`src/rtl/dss_pkg.sv`:
```
// Shared types, constants and the control store of the drum step sequencer.
// Depends on nothing; every other file imports it.
package dss_pkg;

    // Pattern store geometry.
    localparam int MAX_STEPS      = 64;
    localparam int SLOTS_PER_STEP = 5;
    localparam int DRUM_SLOTS     = 4;
    localparam int STORE_SIZE     = MAX_STEPS * SLOTS_PER_STEP;
    localparam int STORE_AW       = $clog2(STORE_SIZE);
    localparam int TRACK_W        = $clog2(SLOTS_PER_STEP);

    // Field widths fixed by the interface.
    localparam int TICK_W  = 16;
    localparam int SLOT_W  = 10;
    localparam int ADDR_W  = 9;
    localparam int NOTE_W  = 8;
    localparam int KIND_W  = 2;
    localparam int BEATS_W = 8;
    localparam int CLICK_W = 7;
    localparam int MODE_W  = 2;
    localparam int CFG_IW  = 3;
    localparam int CFG_DW  = 16;

    // Remainder unit widths: the divisor can be a step length plus remainder.
    localparam int DVD_W  = TICK_W;
    localparam int DVS_W  = TICK_W + 1;
    localparam int DCNT_W = $clog2(DVD_W + 1);

    // Configuration register indexes.
    localparam logic [CFG_IW-1:0] REG_BAR_LEN   = 3'd0;
    localparam logic [CFG_IW-1:0] REG_STEP_LEN  = 3'd1;
    localparam logic [CFG_IW-1:0] REG_STEP_REM  = 3'd2;
    localparam logic [CFG_IW-1:0] REG_BEATS     = 3'd3;
    localparam logic [CFG_IW-1:0] REG_METRO_EN  = 3'd4;
    localparam logic [CFG_IW-1:0] REG_RUN_MODE  = 3'd5;
    localparam logic [CFG_IW-1:0] REG_CLICK     = 3'd6;

    // Run modes.
    localparam logic [MODE_W-1:0] MODE_STARTED = 2'd1;
    localparam logic [MODE_W-1:0] MODE_PAUSED  = 2'd2;

    // Event kinds.
    localparam logic [KIND_W-1:0] EV_DRUM  = 2'd0;
    localparam logic [KIND_W-1:0] EV_BASS  = 2'd1;
    localparam logic [KIND_W-1:0] EV_CLICK = 2'd2;
    localparam logic [KIND_W-1:0] EV_BAR   = 2'd3;

    // Request types.
    localparam logic REQ_TICK  = 1'b0;
    localparam logic REQ_WRITE = 1'b1;

    // Datapath operations of one control word.
    localparam int OP_W = 4;
    localparam logic [OP_W-1:0] OP_NOP       = 4'd0;
    localparam logic [OP_W-1:0] OP_ACCEPT    = 4'd1;
    localparam logic [OP_W-1:0] OP_WRITE     = 4'd2;
    localparam logic [OP_W-1:0] OP_MOD_TICK  = 4'd3;
    localparam logic [OP_W-1:0] OP_MOD_SLOT  = 4'd4;
    localparam logic [OP_W-1:0] OP_CLICK     = 4'd5;
    localparam logic [OP_W-1:0] OP_SLOT_CLR  = 4'd6;
    localparam logic [OP_W-1:0] OP_READ      = 4'd7;
    localparam logic [OP_W-1:0] OP_SLOT_EMIT = 4'd8;
    localparam logic [OP_W-1:0] OP_SLOT_ADV  = 4'd9;
    localparam logic [OP_W-1:0] OP_TICK_INC  = 4'd10;
    localparam logic [OP_W-1:0] OP_FLUSH     = 4'd11;
    localparam logic [OP_W-1:0] OP_BAR       = 4'd12;

    // Jump conditions of one control word.
    localparam int COND_W = 4;
    localparam logic [COND_W-1:0] C_NEVER       = 4'd0;
    localparam logic [COND_W-1:0] C_ALWAYS      = 4'd1;
    localparam logic [COND_W-1:0] C_NO_IN       = 4'd2;
    localparam logic [COND_W-1:0] C_IS_TICK     = 4'd3;
    localparam logic [COND_W-1:0] C_STOPPED     = 4'd4;
    localparam logic [COND_W-1:0] C_BAR_END     = 4'd5;
    localparam logic [COND_W-1:0] C_DIV_BUSY    = 4'd6;
    localparam logic [COND_W-1:0] C_NO_STEP     = 4'd7;
    localparam logic [COND_W-1:0] C_NOT_STARTED = 4'd8;
    localparam logic [COND_W-1:0] C_MORE_SLOTS  = 4'd9;

    // Program addresses.
    localparam int UPC_W = 5;
    localparam logic [UPC_W-1:0] L_IDLE     = 5'd0;
    localparam logic [UPC_W-1:0] L_DECODE   = 5'd1;
    localparam logic [UPC_W-1:0] L_WRITE    = 5'd2;
    localparam logic [UPC_W-1:0] L_TICK     = 5'd3;
    localparam logic [UPC_W-1:0] L_BAR_TEST = 5'd4;
    localparam logic [UPC_W-1:0] L_MOD_TICK = 5'd5;
    localparam logic [UPC_W-1:0] L_WAIT_T   = 5'd6;
    localparam logic [UPC_W-1:0] L_STEP_T   = 5'd7;
    localparam logic [UPC_W-1:0] L_MOD_SLOT = 5'd8;
    localparam logic [UPC_W-1:0] L_WAIT_S   = 5'd9;
    localparam logic [UPC_W-1:0] L_CLICK    = 5'd10;
    localparam logic [UPC_W-1:0] L_SLOT_CLR = 5'd11;
    localparam logic [UPC_W-1:0] L_READ     = 5'd12;
    localparam logic [UPC_W-1:0] L_EMIT     = 5'd13;
    localparam logic [UPC_W-1:0] L_ADV      = 5'd14;
    localparam logic [UPC_W-1:0] L_TICK_INC = 5'd15;
    localparam logic [UPC_W-1:0] L_FLUSH    = 5'd16;
    localparam logic [UPC_W-1:0] L_BAR      = 5'd17;

    typedef struct packed {
        logic [OP_W-1:0]   op;
        logic [COND_W-1:0] cond;
        logic [UPC_W-1:0]  target;
    } ucode_t;

    // Status flags the datapath hands to the sequencer.
    typedef struct packed {
        logic in_valid;
        logic is_tick;
        logic run_active;
        logic bar_end;
        logic div_busy;
        logic no_step;
        logic started;
        logic more_slots;
        logic stall;
    } seq_flags_t;

    // The control program: one word per program address.
    function automatic ucode_t ucode_rom(input logic [UPC_W-1:0] addr);
        ucode_t w;
        unique case (addr)
            L_IDLE:     w = '{op: OP_ACCEPT,    cond: C_NO_IN,       target: L_IDLE};
            L_DECODE:   w = '{op: OP_NOP,       cond: C_IS_TICK,     target: L_TICK};
            L_WRITE:    w = '{op: OP_WRITE,     cond: C_ALWAYS,      target: L_IDLE};
            L_TICK:     w = '{op: OP_NOP,       cond: C_STOPPED,     target: L_IDLE};
            L_BAR_TEST: w = '{op: OP_NOP,       cond: C_BAR_END,     target: L_BAR};
            L_MOD_TICK: w = '{op: OP_MOD_TICK,  cond: C_NEVER,       target: L_IDLE};
            L_WAIT_T:   w = '{op: OP_NOP,       cond: C_DIV_BUSY,    target: L_WAIT_T};
            L_STEP_T:   w = '{op: OP_NOP,       cond: C_NO_STEP,     target: L_TICK_INC};
            L_MOD_SLOT: w = '{op: OP_MOD_SLOT,  cond: C_NEVER,       target: L_IDLE};
            L_WAIT_S:   w = '{op: OP_NOP,       cond: C_DIV_BUSY,    target: L_WAIT_S};
            L_CLICK:    w = '{op: OP_CLICK,     cond: C_NOT_STARTED, target: L_ADV};
            L_SLOT_CLR: w = '{op: OP_SLOT_CLR,  cond: C_NEVER,       target: L_IDLE};
            L_READ:     w = '{op: OP_READ,      cond: C_NEVER,       target: L_IDLE};
            L_EMIT:     w = '{op: OP_SLOT_EMIT, cond: C_MORE_SLOTS,  target: L_READ};
            L_ADV:      w = '{op: OP_SLOT_ADV,  cond: C_NEVER,       target: L_IDLE};
            L_TICK_INC: w = '{op: OP_TICK_INC,  cond: C_NEVER,       target: L_IDLE};
            L_FLUSH:    w = '{op: OP_FLUSH,     cond: C_ALWAYS,      target: L_IDLE};
            L_BAR:      w = '{op: OP_BAR,       cond: C_ALWAYS,      target: L_FLUSH};
            default:    w = '{op: OP_NOP,       cond: C_ALWAYS,      target: L_IDLE};
        endcase
        return w;
    endfunction

endpackage

```
`src/rtl/dss_rem.sv`:
```
// Iterative remainder unit: one restoring step per cycle, dividend MSB first.
// Depends on dss_pkg for its widths.
module dss_rem
    import dss_pkg::*;
(
    input  logic             clk,
    input  logic             rst_n,
    input  logic             start,
    input  logic [DVD_W-1:0] dividend,
    input  logic [DVS_W-1:0] divisor,
    output logic             busy,
    output logic             rem_zero
);

    logic [DVD_W-1:0]  quo_reg;
    logic [DVS_W-1:0]  rem_reg;
    logic [DVS_W-1:0]  dvs_reg;
    logic [DCNT_W-1:0] cnt_reg;
    logic [DVS_W:0]    trial;
    logic [DVS_W:0]    diff;

    // Shift in the next dividend bit and try to subtract the divisor.
    assign trial = {rem_reg, quo_reg[DVD_W-1]};
    assign diff  = trial - {1'b0, dvs_reg};

    // Step counter; the unit is busy until every dividend bit is in.
    always_ff @(posedge clk or negedge rst_n)
    begin
        if (!rst_n)
        begin
            cnt_reg <= '0;
        end
        else if (start)
        begin
            cnt_reg <= DCNT_W'(DVD_W);
        end
        else if (cnt_reg != '0)
        begin
            cnt_reg <= cnt_reg - 1'b1;
        end
    end

    // Partial remainder and dividend shift register.
    always_ff @(posedge clk)
    begin
        if (start)
        begin
            quo_reg <= dividend;
            rem_reg <= '0;
            dvs_reg <= divisor;
        end
        else if (cnt_reg != '0)
        begin
            quo_reg <= {quo_reg[DVD_W-2:0], 1'b0};
            if (trial >= {1'b0, dvs_reg})
            begin
                rem_reg <= diff[DVS_W-1:0];
            end
            else
            begin
                rem_reg <= trial[DVS_W-1:0];
            end
        end
    end

    assign busy     = (cnt_reg != '0);
    assign rem_zero = (rem_reg == '0);

endmodule

```
`src/rtl/dss_useq.sv`:
```
// Microprogram sequencer: program counter, control store and jump logic.
// Depends on dss_pkg for the control word format and the program itself.
module dss_useq
    import dss_pkg::*;
(
    input  logic       clk,
    input  logic       rst_n,
    input  seq_flags_t flags,
    output ucode_t     uword
);

    logic [UPC_W-1:0] upc_reg;
    logic [UPC_W-1:0] upc_next;
    logic             taken;

    assign uword = ucode_rom(upc_reg);

    // Evaluate the jump condition of the current word.
    always_comb
    begin
        unique case (uword.cond)
            C_NEVER:       taken = 1'b0;
            C_ALWAYS:      taken = 1'b1;
            C_NO_IN:       taken = !flags.in_valid;
            C_IS_TICK:     taken = flags.is_tick;
            C_STOPPED:     taken = !flags.run_active;
            C_BAR_END:     taken = flags.bar_end;
            C_DIV_BUSY:    taken = flags.div_busy;
            C_NO_STEP:     taken = flags.no_step;
            C_NOT_STARTED: taken = !flags.started;
            C_MORE_SLOTS:  taken = flags.more_slots;
            default:       taken = 1'b1;
        endcase
    end

    // A stall holds the current word until the output side has room.
    always_comb
    begin
        if (flags.stall)
        begin
            upc_next = upc_reg;
        end
        else if (taken)
        begin
            upc_next = uword.target;
        end
        else
        begin
            upc_next = upc_reg + 1'b1;
        end
    end

    always_ff @(posedge clk or negedge rst_n)
    begin
        if (!rst_n)
        begin
            upc_reg <= L_IDLE;
        end
        else
        begin
            upc_reg <= upc_next;
        end
    end

endmodule

```
`src/rtl/drum_step_sequencer_tick.sv`:
```
// Top level of the drum step sequencer: configuration, counters, pattern store
// and event output. Depends on dss_pkg, dss_rem and dss_useq.
//
//  Channel   Handshake            Payload
//  -------   ------------------   ------------------------------------------
//  input     s_tvalid/s_tready    s_tuser: req_type; s_tdata: addr, note
//  output    m_tvalid/m_tready    m_tuser: event_kind; m_tdata: note; m_tlast
//  config    cfg_valid/cfg_ready  cfg_index: register; cfg_data: value
//
// A microprogram walks each word. Each remainder takes the start word, then a
// wait word that repeats while the bit-serial unit shifts, until it finds the
// unit idle. Each of the five pattern slots passes through the store read port.
// Reset clears control state; the pattern store is not cleared. An emitting
// word (click, slot or flush) stalls while the lookahead event and the output
// register are both full and the receiver is not ready.
module drum_step_sequencer_tick
    import dss_pkg::*;
(
    input  logic              clk,
    input  logic              rst_n,
    input  logic              s_tvalid,
    output logic              s_tready,
    input  logic [23:0]       s_tdata,     // slot_address[8:0], slot_note[16:9], zeros
    input  logic              s_tuser,     // req_type
    output logic              m_tvalid,
    input  logic              m_tready,
    output logic [7:0]        m_tdata,     // note_value[7:0]
    output logic [KIND_W-1:0] m_tuser,     // event_kind[1:0]
    output logic              m_tlast,
    input  logic              cfg_valid,
    output logic              cfg_ready,
    input  logic [CFG_IW-1:0] cfg_index,
    input  logic [CFG_DW-1:0] cfg_data
);

    // Configuration registers.
    logic [TICK_W-1:0]  bar_len_reg;
    logic [TICK_W-1:0]  step_len_reg;
    logic [TICK_W-1:0]  step_rem_reg;
    logic [BEATS_W-1:0] beats_reg;
    logic               metro_en_reg;
    logic [MODE_W-1:0]  run_mode_reg;
    logic [CLICK_W-1:0] click_reg;

    // Latched input word.
    logic               in_type_reg;
    logic [ADDR_W-1:0]  in_addr_reg;
    logic [NOTE_W-1:0]  in_note_reg;

    // Sequencer state.
    logic [TICK_W-1:0]  tick_count_reg;
    logic [SLOT_W-1:0]  slot_index_reg;
    logic [TRACK_W-1:0] track_reg;

    // Pattern store and its read side.
    logic [NOTE_W-1:0]  store_mem [STORE_SIZE];
    logic [NOTE_W-1:0]  rd_data_reg;
    logic               rd_hit_reg;
    logic [SLOT_W:0]    rd_full;
    logic               rd_in_range;

    // One event of lookahead so the final event of a word can be flagged.
    logic               pend_valid_reg;
    logic [KIND_W-1:0]  pend_kind_reg;
    logic [NOTE_W-1:0]  pend_note_reg;

    // Output register.
    logic               out_valid_reg;
    logic [KIND_W-1:0]  out_kind_reg;
    logic [NOTE_W-1:0]  out_note_reg;
    logic               out_last_reg;

    ucode_t             uword;
    seq_flags_t         flags;
    logic               exec;
    logic               needs_out;
    logic               stall;
    logic [DVS_W-1:0]   step_len;
    logic               div_start;
    logic [DVD_W-1:0]   div_dividend;
    logic [DVS_W-1:0]   div_divisor;
    logic               div_busy;
    logic               div_zero;
    logic               click_fire;
    logic               slot_fire;
    logic [KIND_W-1:0]  slot_kind;
    logic               new_valid;
    logic [KIND_W-1:0]  new_kind;
    logic [NOTE_W-1:0]  new_note;
    logic               out_load;
    logic [KIND_W-1:0]  out_kind_d;
    logic [NOTE_W-1:0]  out_note_d;
    logic               out_last_d;
    logic               run_active;

    assign cfg_ready = 1'b1;
    assign s_tready  = (uword.op == OP_ACCEPT);

    // Configuration writes.
    always_ff @(posedge clk or negedge rst_n)
    begin
        if (!rst_n)
        begin
            bar_len_reg  <= '0;
            step_len_reg <= TICK_W'(1);
            step_rem_reg <= '0;
            beats_reg    <= BEATS_W'(4);
            metro_en_reg <= 1'b0;
            run_mode_reg <= '0;
            click_reg    <= '0;
        end
        else if (cfg_valid)
        begin
            case (cfg_index)
                REG_BAR_LEN:  bar_len_reg  <= cfg_data;
                REG_STEP_LEN: step_len_reg <= cfg_data;
                REG_STEP_REM: step_rem_reg <= cfg_data;
                REG_BEATS:    beats_reg    <= cfg_data[BEATS_W-1:0];
                REG_METRO_EN: metro_en_reg <= cfg_data[0];
                REG_RUN_MODE: run_mode_reg <= cfg_data[MODE_W-1:0];
                REG_CLICK:    click_reg    <= cfg_data[CLICK_W-1:0];
                default:      ;
            endcase
        end
    end

    // Input word capture.
    always_ff @(posedge clk)
    begin
        if (s_tvalid && s_tready)
        begin
            in_type_reg <= s_tuser;
            in_addr_reg <= s_tdata[ADDR_W-1:0];
            in_note_reg <= s_tdata[ADDR_W+NOTE_W-1:ADDR_W];
        end
    end

    // Step length, stretched by the remainder at the second step.
    always_comb
    begin
        step_len = {1'b0, step_len_reg};
        if ((step_rem_reg != '0) && (slot_index_reg == SLOT_W'(SLOTS_PER_STEP)))
        begin
            step_len = {1'b0, step_len_reg} + {1'b0, step_rem_reg};
        end
    end

    // Remainder unit operands.
    assign div_start    = exec && ((uword.op == OP_MOD_TICK) || (uword.op == OP_MOD_SLOT));
    assign div_dividend = (uword.op == OP_MOD_TICK) ? tick_count_reg
                                                    : DVD_W'(slot_index_reg);
    assign div_divisor  = (uword.op == OP_MOD_TICK) ? step_len : DVS_W'(beats_reg);

    dss_rem u_rem (
        .clk      (clk),
        .rst_n    (rst_n),
        .start    (div_start),
        .dividend (div_dividend),
        .divisor  (div_divisor),
        .busy     (div_busy),
        .rem_zero (div_zero)
    );

    // Flags for the sequencer.
    assign run_active = (run_mode_reg == MODE_STARTED) || (run_mode_reg == MODE_PAUSED);

    always_comb
    begin
        flags.in_valid   = s_tvalid;
        flags.is_tick    = (in_type_reg == REQ_TICK);
        flags.run_active = run_active;
        flags.bar_end    = !(tick_count_reg < bar_len_reg);
        flags.div_busy   = div_busy;
        flags.no_step    = (step_len == '0) || !div_zero;
        flags.started    = (run_mode_reg == MODE_STARTED);
        flags.more_slots = (track_reg < TRACK_W'(DRUM_SLOTS));
        flags.stall      = stall;
    end

    dss_useq u_useq (
        .clk   (clk),
        .rst_n (rst_n),
        .flags (flags),
        .uword (uword)
    );

    // Events a word may produce this cycle.
    assign click_fire = metro_en_reg && (beats_reg != '0) && div_zero;
    assign slot_fire  = rd_hit_reg && (rd_data_reg != '0);
    assign slot_kind  = (track_reg == TRACK_W'(DRUM_SLOTS)) ? EV_BASS : EV_DRUM;

    // Hold the word when pushing the lookahead event would overrun the output.
    assign needs_out = (uword.op == OP_CLICK) || (uword.op == OP_SLOT_EMIT) ||
                       (uword.op == OP_FLUSH);
    assign stall     = needs_out && pend_valid_reg && out_valid_reg && !m_tready;
    assign exec      = !stall;

    always_comb
    begin
        new_valid = 1'b0;
        new_kind  = EV_DRUM;
        new_note  = '0;
        if (exec && (uword.op == OP_CLICK) && click_fire)
        begin
            new_valid = 1'b1;
            new_kind  = EV_CLICK;
            new_note  = NOTE_W'(click_reg);
        end
        else if (exec && (uword.op == OP_SLOT_EMIT) && slot_fire)
        begin
            new_valid = 1'b1;
            new_kind  = slot_kind;
            new_note  = rd_data_reg;
        end
    end

    // The lookahead event moves to the output when a newer one arrives or at flush.
    always_comb
    begin
        out_load   = pend_valid_reg &&
                     (new_valid || (exec && (uword.op == OP_FLUSH)));
        out_kind_d = pend_kind_reg;
        out_note_d = pend_note_reg;
        out_last_d = !new_valid;
    end

    always_ff @(posedge clk or negedge rst_n)
    begin
        if (!rst_n)
        begin
            pend_valid_reg <= 1'b0;
        end
        else if (new_valid)
        begin
            pend_valid_reg <= 1'b1;
        end
        else if (exec && (uword.op == OP_BAR))
        begin
            pend_valid_reg <= 1'b1;
        end
        else if (exec && (uword.op == OP_FLUSH))
        begin
            pend_valid_reg <= 1'b0;
        end
    end

    always_ff @(posedge clk)
    begin
        if (new_valid)
        begin
            pend_kind_reg <= new_kind;
            pend_note_reg <= new_note;
        end
        else if (exec && (uword.op == OP_BAR))
        begin
            pend_kind_reg <= EV_BAR;
            pend_note_reg <= '0;
        end
    end

    // Output register.
    always_ff @(posedge clk or negedge rst_n)
    begin
        if (!rst_n)
        begin
            out_valid_reg <= 1'b0;
        end
        else if (out_load)
        begin
            out_valid_reg <= 1'b1;
        end
        else if (m_tready)
        begin
            out_valid_reg <= 1'b0;
        end
    end

    always_ff @(posedge clk)
    begin
        if (out_load)
        begin
            out_kind_reg <= out_kind_d;
            out_note_reg <= out_note_d;
            out_last_reg <= out_last_d;
        end
    end

    assign m_tvalid = out_valid_reg;
    assign m_tdata  = out_note_reg;
    assign m_tuser  = out_kind_reg;
    assign m_tlast  = out_last_reg;

    // Tick and slot counters, and the track counter of the slot loop.
    always_ff @(posedge clk or negedge rst_n)
    begin
        if (!rst_n)
        begin
            tick_count_reg <= '0;
            slot_index_reg <= '0;
            track_reg      <= '0;
        end
        else if (exec)
        begin
            case (uword.op)
                OP_TICK_INC:  tick_count_reg <= tick_count_reg + 1'b1;
                OP_SLOT_ADV:  slot_index_reg <= slot_index_reg + SLOT_W'(SLOTS_PER_STEP);
                OP_SLOT_CLR:  track_reg      <= '0;
                OP_SLOT_EMIT: track_reg      <= track_reg + 1'b1;
                OP_BAR:
                begin
                    tick_count_reg <= '0;
                    slot_index_reg <= '0;
                end
                default:      ;
            endcase
        end
    end

    // Pattern store: one write port, one registered read port.
    assign rd_full     = {1'b0, slot_index_reg} + (SLOT_W + 1)'(track_reg);
    assign rd_in_range = (rd_full < (SLOT_W + 1)'(STORE_SIZE));

    always_ff @(posedge clk)
    begin
        if (exec && (uword.op == OP_WRITE) &&
            ({1'b0, in_addr_reg} < (ADDR_W + 1)'(STORE_SIZE)))
        begin
            store_mem[STORE_AW'(in_addr_reg)] <= in_note_reg;
        end
        if (exec && (uword.op == OP_READ))
        begin
            rd_hit_reg <= rd_in_range;
            if (rd_in_range)
            begin
                rd_data_reg <= store_mem[STORE_AW'(rd_full)];
            end
        end
    end

endmodule
```
`config.mk`:
```
export PLATFORM = sky130hd
export DESIGN_NAME = drum_step_sequencer_tick
export DESIGN_NICKNAME = d
export VERILOG_FILES = /design/src/rtl/dss_pkg.sv /design/src/rtl/dss_rem.sv /design/src/rtl/dss_useq.sv /design/src/rtl/drum_step_sequencer_tick.sv
export SDC_FILE = /design/constraint.sdc
export NUM_CORES = 2
export LEC_CHECK = 0
export CAP_MARGIN = 25
export CORE_UTILIZATION = 38
export CTS_BUF_LIST = sky130_fd_sc_hd__clkbuf_4
export DETAILED_ROUTE_END_ITERATION = 10
export DONT_BUFFER_PORTS = 1
export GPL_TIMING_DRIVEN = 1
export SKIP_LAST_GASP = 1
export SYNTH_ARGS = -nofsm -noshare
export SYNTH_HDL_FRONTEND = slang
export SYNTH_SLANG_ARGS = --single-unit
```
`constraint.sdc`:
```
create_clock -name clk -period 5.8 [get_ports clk]
set_clock_uncertainty 0.2 [all_clocks]
set_input_delay 1.74 -clock clk [delete_from_list [all_inputs] [get_ports clk]]
set_output_delay 1.74 -clock clk [all_outputs]
set_load 0.05 [all_outputs]
```
==> results.yml <==
run_status:
  run_status: "complete, no violations"
clock_tree:
  clk_path_buf_depth: 4
  clockRootBuffer: "clkbuf_4"
  clock_sinks: 2765
  cts_tree: "done"
  number_of_buffers_created_by_cts: 688
  htreeDepth: 6
  clock_latency_ps: 1330
  clkTransAtPathRegs_ps: 60
  post-cts-setup-buffers: 0
critical_path:
  critical_path_peak_fanout: 9
  critPathRequiredTime_ps: 3860
  worst_setup_path_end_kind: "primary output"
  critical_path_class: "reg2out"
  crit_path_cell_trace: "inv_1, ha_1, nor2b_1, o21ai_0, o21ai_1, nand2b_1, nor3_2, buf_4"
  cpPeakStageDelay_ps: 520
  worst-endpoint-arrival_ps: 3600
  worst_path_max_delay_cell: "dfrtp_1"
  startpoint_type: "flop"
floorplan:
  top_level_ports: 63
  die-area_um2: 291000
  rows: 197
  dieWidth_um: 540
  chipHeight_um: 540
  core_area_um2: 288000
  floorplan.initialDensity_pct: 38.2
logic_synthesis:
  synth_adder_area_share_pct: 0.794
  synthFlopType: "edfxtp_1"
  synth_compound_area_share_pct: 1.55
  synthesis.instances: 5155
  synth_area_leaders: "edfxtp_1, mux4_2, dfrtp_1"
  ffs_latches_synth: 2765
  mappedNetlistNets: 5272
  ys.warnings.count: 0
  synth_top_family_by_area: "multiplexers"
  post_synth_instance_area_um2: 110000
  asyncSetResetFlopFracSynth_pct: 3.87
  seq_area_frac_synth_pct: 74.9
  synth.area.mux_share_pct: 18.2
  simple_gate_area_share_of_the_yosys_netlist_pct: 2.94
  synth-xor-area-share_pct: 0.366
  syn-mean-instance-area_um2: 21.3
  synth-edff-count: 2641
  cell_taking_the_most_area_after_synthesis: "edfxtp_1"
  synth_top_area_share_pct: 72.1
  ys_types: 76
power_and_ir_drop:
  clockPowerShare_pct: 22.6
  internal-power_mw: 46.1
  p_per_area_nw_per_um2: 563
  p_sw_share_pct: 34.2
  combPwrFrac_pct: 43.1
  power.static_leakage_nw: 39.9
  seq_power_share_pct: 34.3
  ir_worst_vdd_uv: 553
  power_switching_mw: 24.0
detailed_routing:
  drt-pass1-iter-count: 5
  num_vias: 54400
  final_routed_wirelength_across_all_metal_layers_um: 260000
  dr.first_iter.drc_count: 4956
  antenna_left: 0
  wl_met1_um: 109000
  post-route-drc-count: 0
  routed_via_density: 5.40
  post_drt_wl_per_cell_um: 25.9
  wl_met2_um: 127000
  routed-wl-met3_um: 18300
  maxUsedRoutingLayer: "met5"
finish:
  layout.cells.most_common: "edfxtp_1"
  layout.nets: 5947
  stdcell_count: 10100
  flow.area_growth_from_synthesis_pct: 13.4
  layout.cells.most_common_list: "edfxtp_1, clkbuf_4, mux4_2, nor2_1, buf_4"
  drive_gt1_share_pct: 36.0
  largest_register_ffs: 2560
sta:
  transition_at_the_pin_with_the_smallest_max_transition_slack_ps: 1240
  layout_worst_path_cycle_share_pct: 95.5
  number_of_setup_violations_in_the_final_report: 0
  finalWorstPathRequiredPeriod_ps: 5540
  slew-limit-headroom_pct: 17.4
  max_transition_viols_final: 0
  report.final.hold_viol_count: 0
  setup_slack_ps: 260
  fmax_mhz: 180
global_route:
  grt_antenna_before_repair: 22
  grt_pass1_vias: 56800
  grt_util_all_layers_pct: 17.8
  maximum_number_of_pins_on_one_net_before_global_route_repair: 213
  grt_pass1_wl_um: 383000
  grt_overflow_total: 0
placed_design:
  numPlacedInstances: 8916
  portBuffers: 0
  place_congestion: 0.811
  detailedPlacementHpwl_um: 155000
  place_worst_setup_slack_ps: 649
job:
  max_cap_violations: 0
min_path:
  timing.hold.worst.class: "in2async"
==> cell usage after synthesis (16+ instances only) <==
cell type     n
edfxtp_1   2641
mux4_2      845
nor2_1      408
clkbuf_1    183
nand2_1     133
dfrtp_1     105
a21oi_1      69
buf_2        68
o21ai_0      68
ha_1         65
mux2_2       65
inv_1        61
nand3_1      30
xnor2_1      29
nor3_1       28
buf_1        22
nand4_1      21
mux2i_1      19
nor2b_1      19
nor4_1       19
a21o_1       18
dfxtp_1      17
xor2_1       17
or3_1        16
==> per-layer routing <==
layer | track usage [%] | vias up
met5 | 0 | -
met2 | 28.7 | 2027
met4 | 5.11 | 10
li1 | - | 23200
met3 | 4.03 | 394
met1 | 24.2 | 28700
==> timing repair <==
action | 4_1_cts | 5_1_grt
endpoints found under the setup margin | 1 | 1
gates resized for setup | 2 | 3
endpoints found under the hold margin | 107 | 0
hold buffers | 1 | 0
==> cells by family (layout without fill, tap and decap cells) <==
group / after synthesis / count (layout)
muxes: 929 / 929
and+or+nand+nor: 735 / 735
other: 1 / 20
AOI/OAI and AO/OA: 266 / 266
buffers and inverters: 345 / 1456
xor gates and xnor gates: 46 / 46
DFF: 2765 / 2765
adders and majority gates: 68 / 68
==> through the flow <==
| step | power (mW) | instance area, µm² | setup TNS, ps | util [%] | hold WS, ps |
|---|---|---|---|---|---|
| after floorplan | 44.8 | 110000 | 0 | - | 200 |
| after global placement | 54.8 | 116000 | 0 | 40.3 | 215 |
| after detailed placement | 55.1 | 116000 | 0 | 40.4 | 215 |
| after CTS | 71.0 | 125000 | 0 | 43.2 | 59.0 |
| after global routing | 73.3 | 125000 | -6.53 | 43.3 | 71.9 |
| final | 70.1 | 125000 | 0 | 43.3 | 147 |
==> worst max-delay path: cells and delay by family, from the launching register on <==
kind            cells  cell delay [ps]
simple gates        3              530
compound gates      2              460
flops               1              520
fa+ha+maj           1              380
buf+inv             2              400
==> path summary, 6_finish.rpt <==
check,start,end,slack [ps],cells past startpoint
worst min register to register,out_note_d[6]$_SDFFCE_PP0P_,m_tdata[6]$_DFFE_PP_,210,0
worst max-delay path,u_useq.upc_reg[1]$_DFFE_PN0P_,s_tready,260,8
min in group clk,out_note_d[6]$_SDFFCE_PP0P_,m_tdata[6]$_DFFE_PP_,210,0
worst max register to register,slot_index_reg[0]$_DFFE_PN0P_,rd_data_reg[5]$_DFFE_PP_,620,9
max in group asynchronous,rst_n,step_len_reg[12]$_DFFE_PN0P_,4730,1
worst min-delay path,rst_n,click_reg[0]$_DFFE_PN0P_,150,1
==> power by group through the flow <==
stage	Combinational, mW	Sequential (mW)	Clock, mW
global placement	30.4	24.4	0
global route	32.0	24.1	17.2
CTS	30.7	24.0	16.2
detailed placement	30.6	24.5	0
finish	30.2	24.0	15.8
floorplan	19.6	25.2	0
==> area by class of cell <==
| cell class | count | area [µm²] |
|---|---|---|
| Sequential cell | 2765 | 82300 |
| Fill cell | 24900 | 163000 |
| Tap cell | 3781 | 4730 |
| Multi-Input combinational cell | 2045 | 26400 |
| Antenna cell | 19 | 47.5 |
| Clock inverter | 137 | 866 |
| Inverter | 62 | 234 |
| Clock buffer | 989 | 7420 |
| Timing Repair Buffer | 268 | 2650 |
Power figures use the tool's default switching activity.
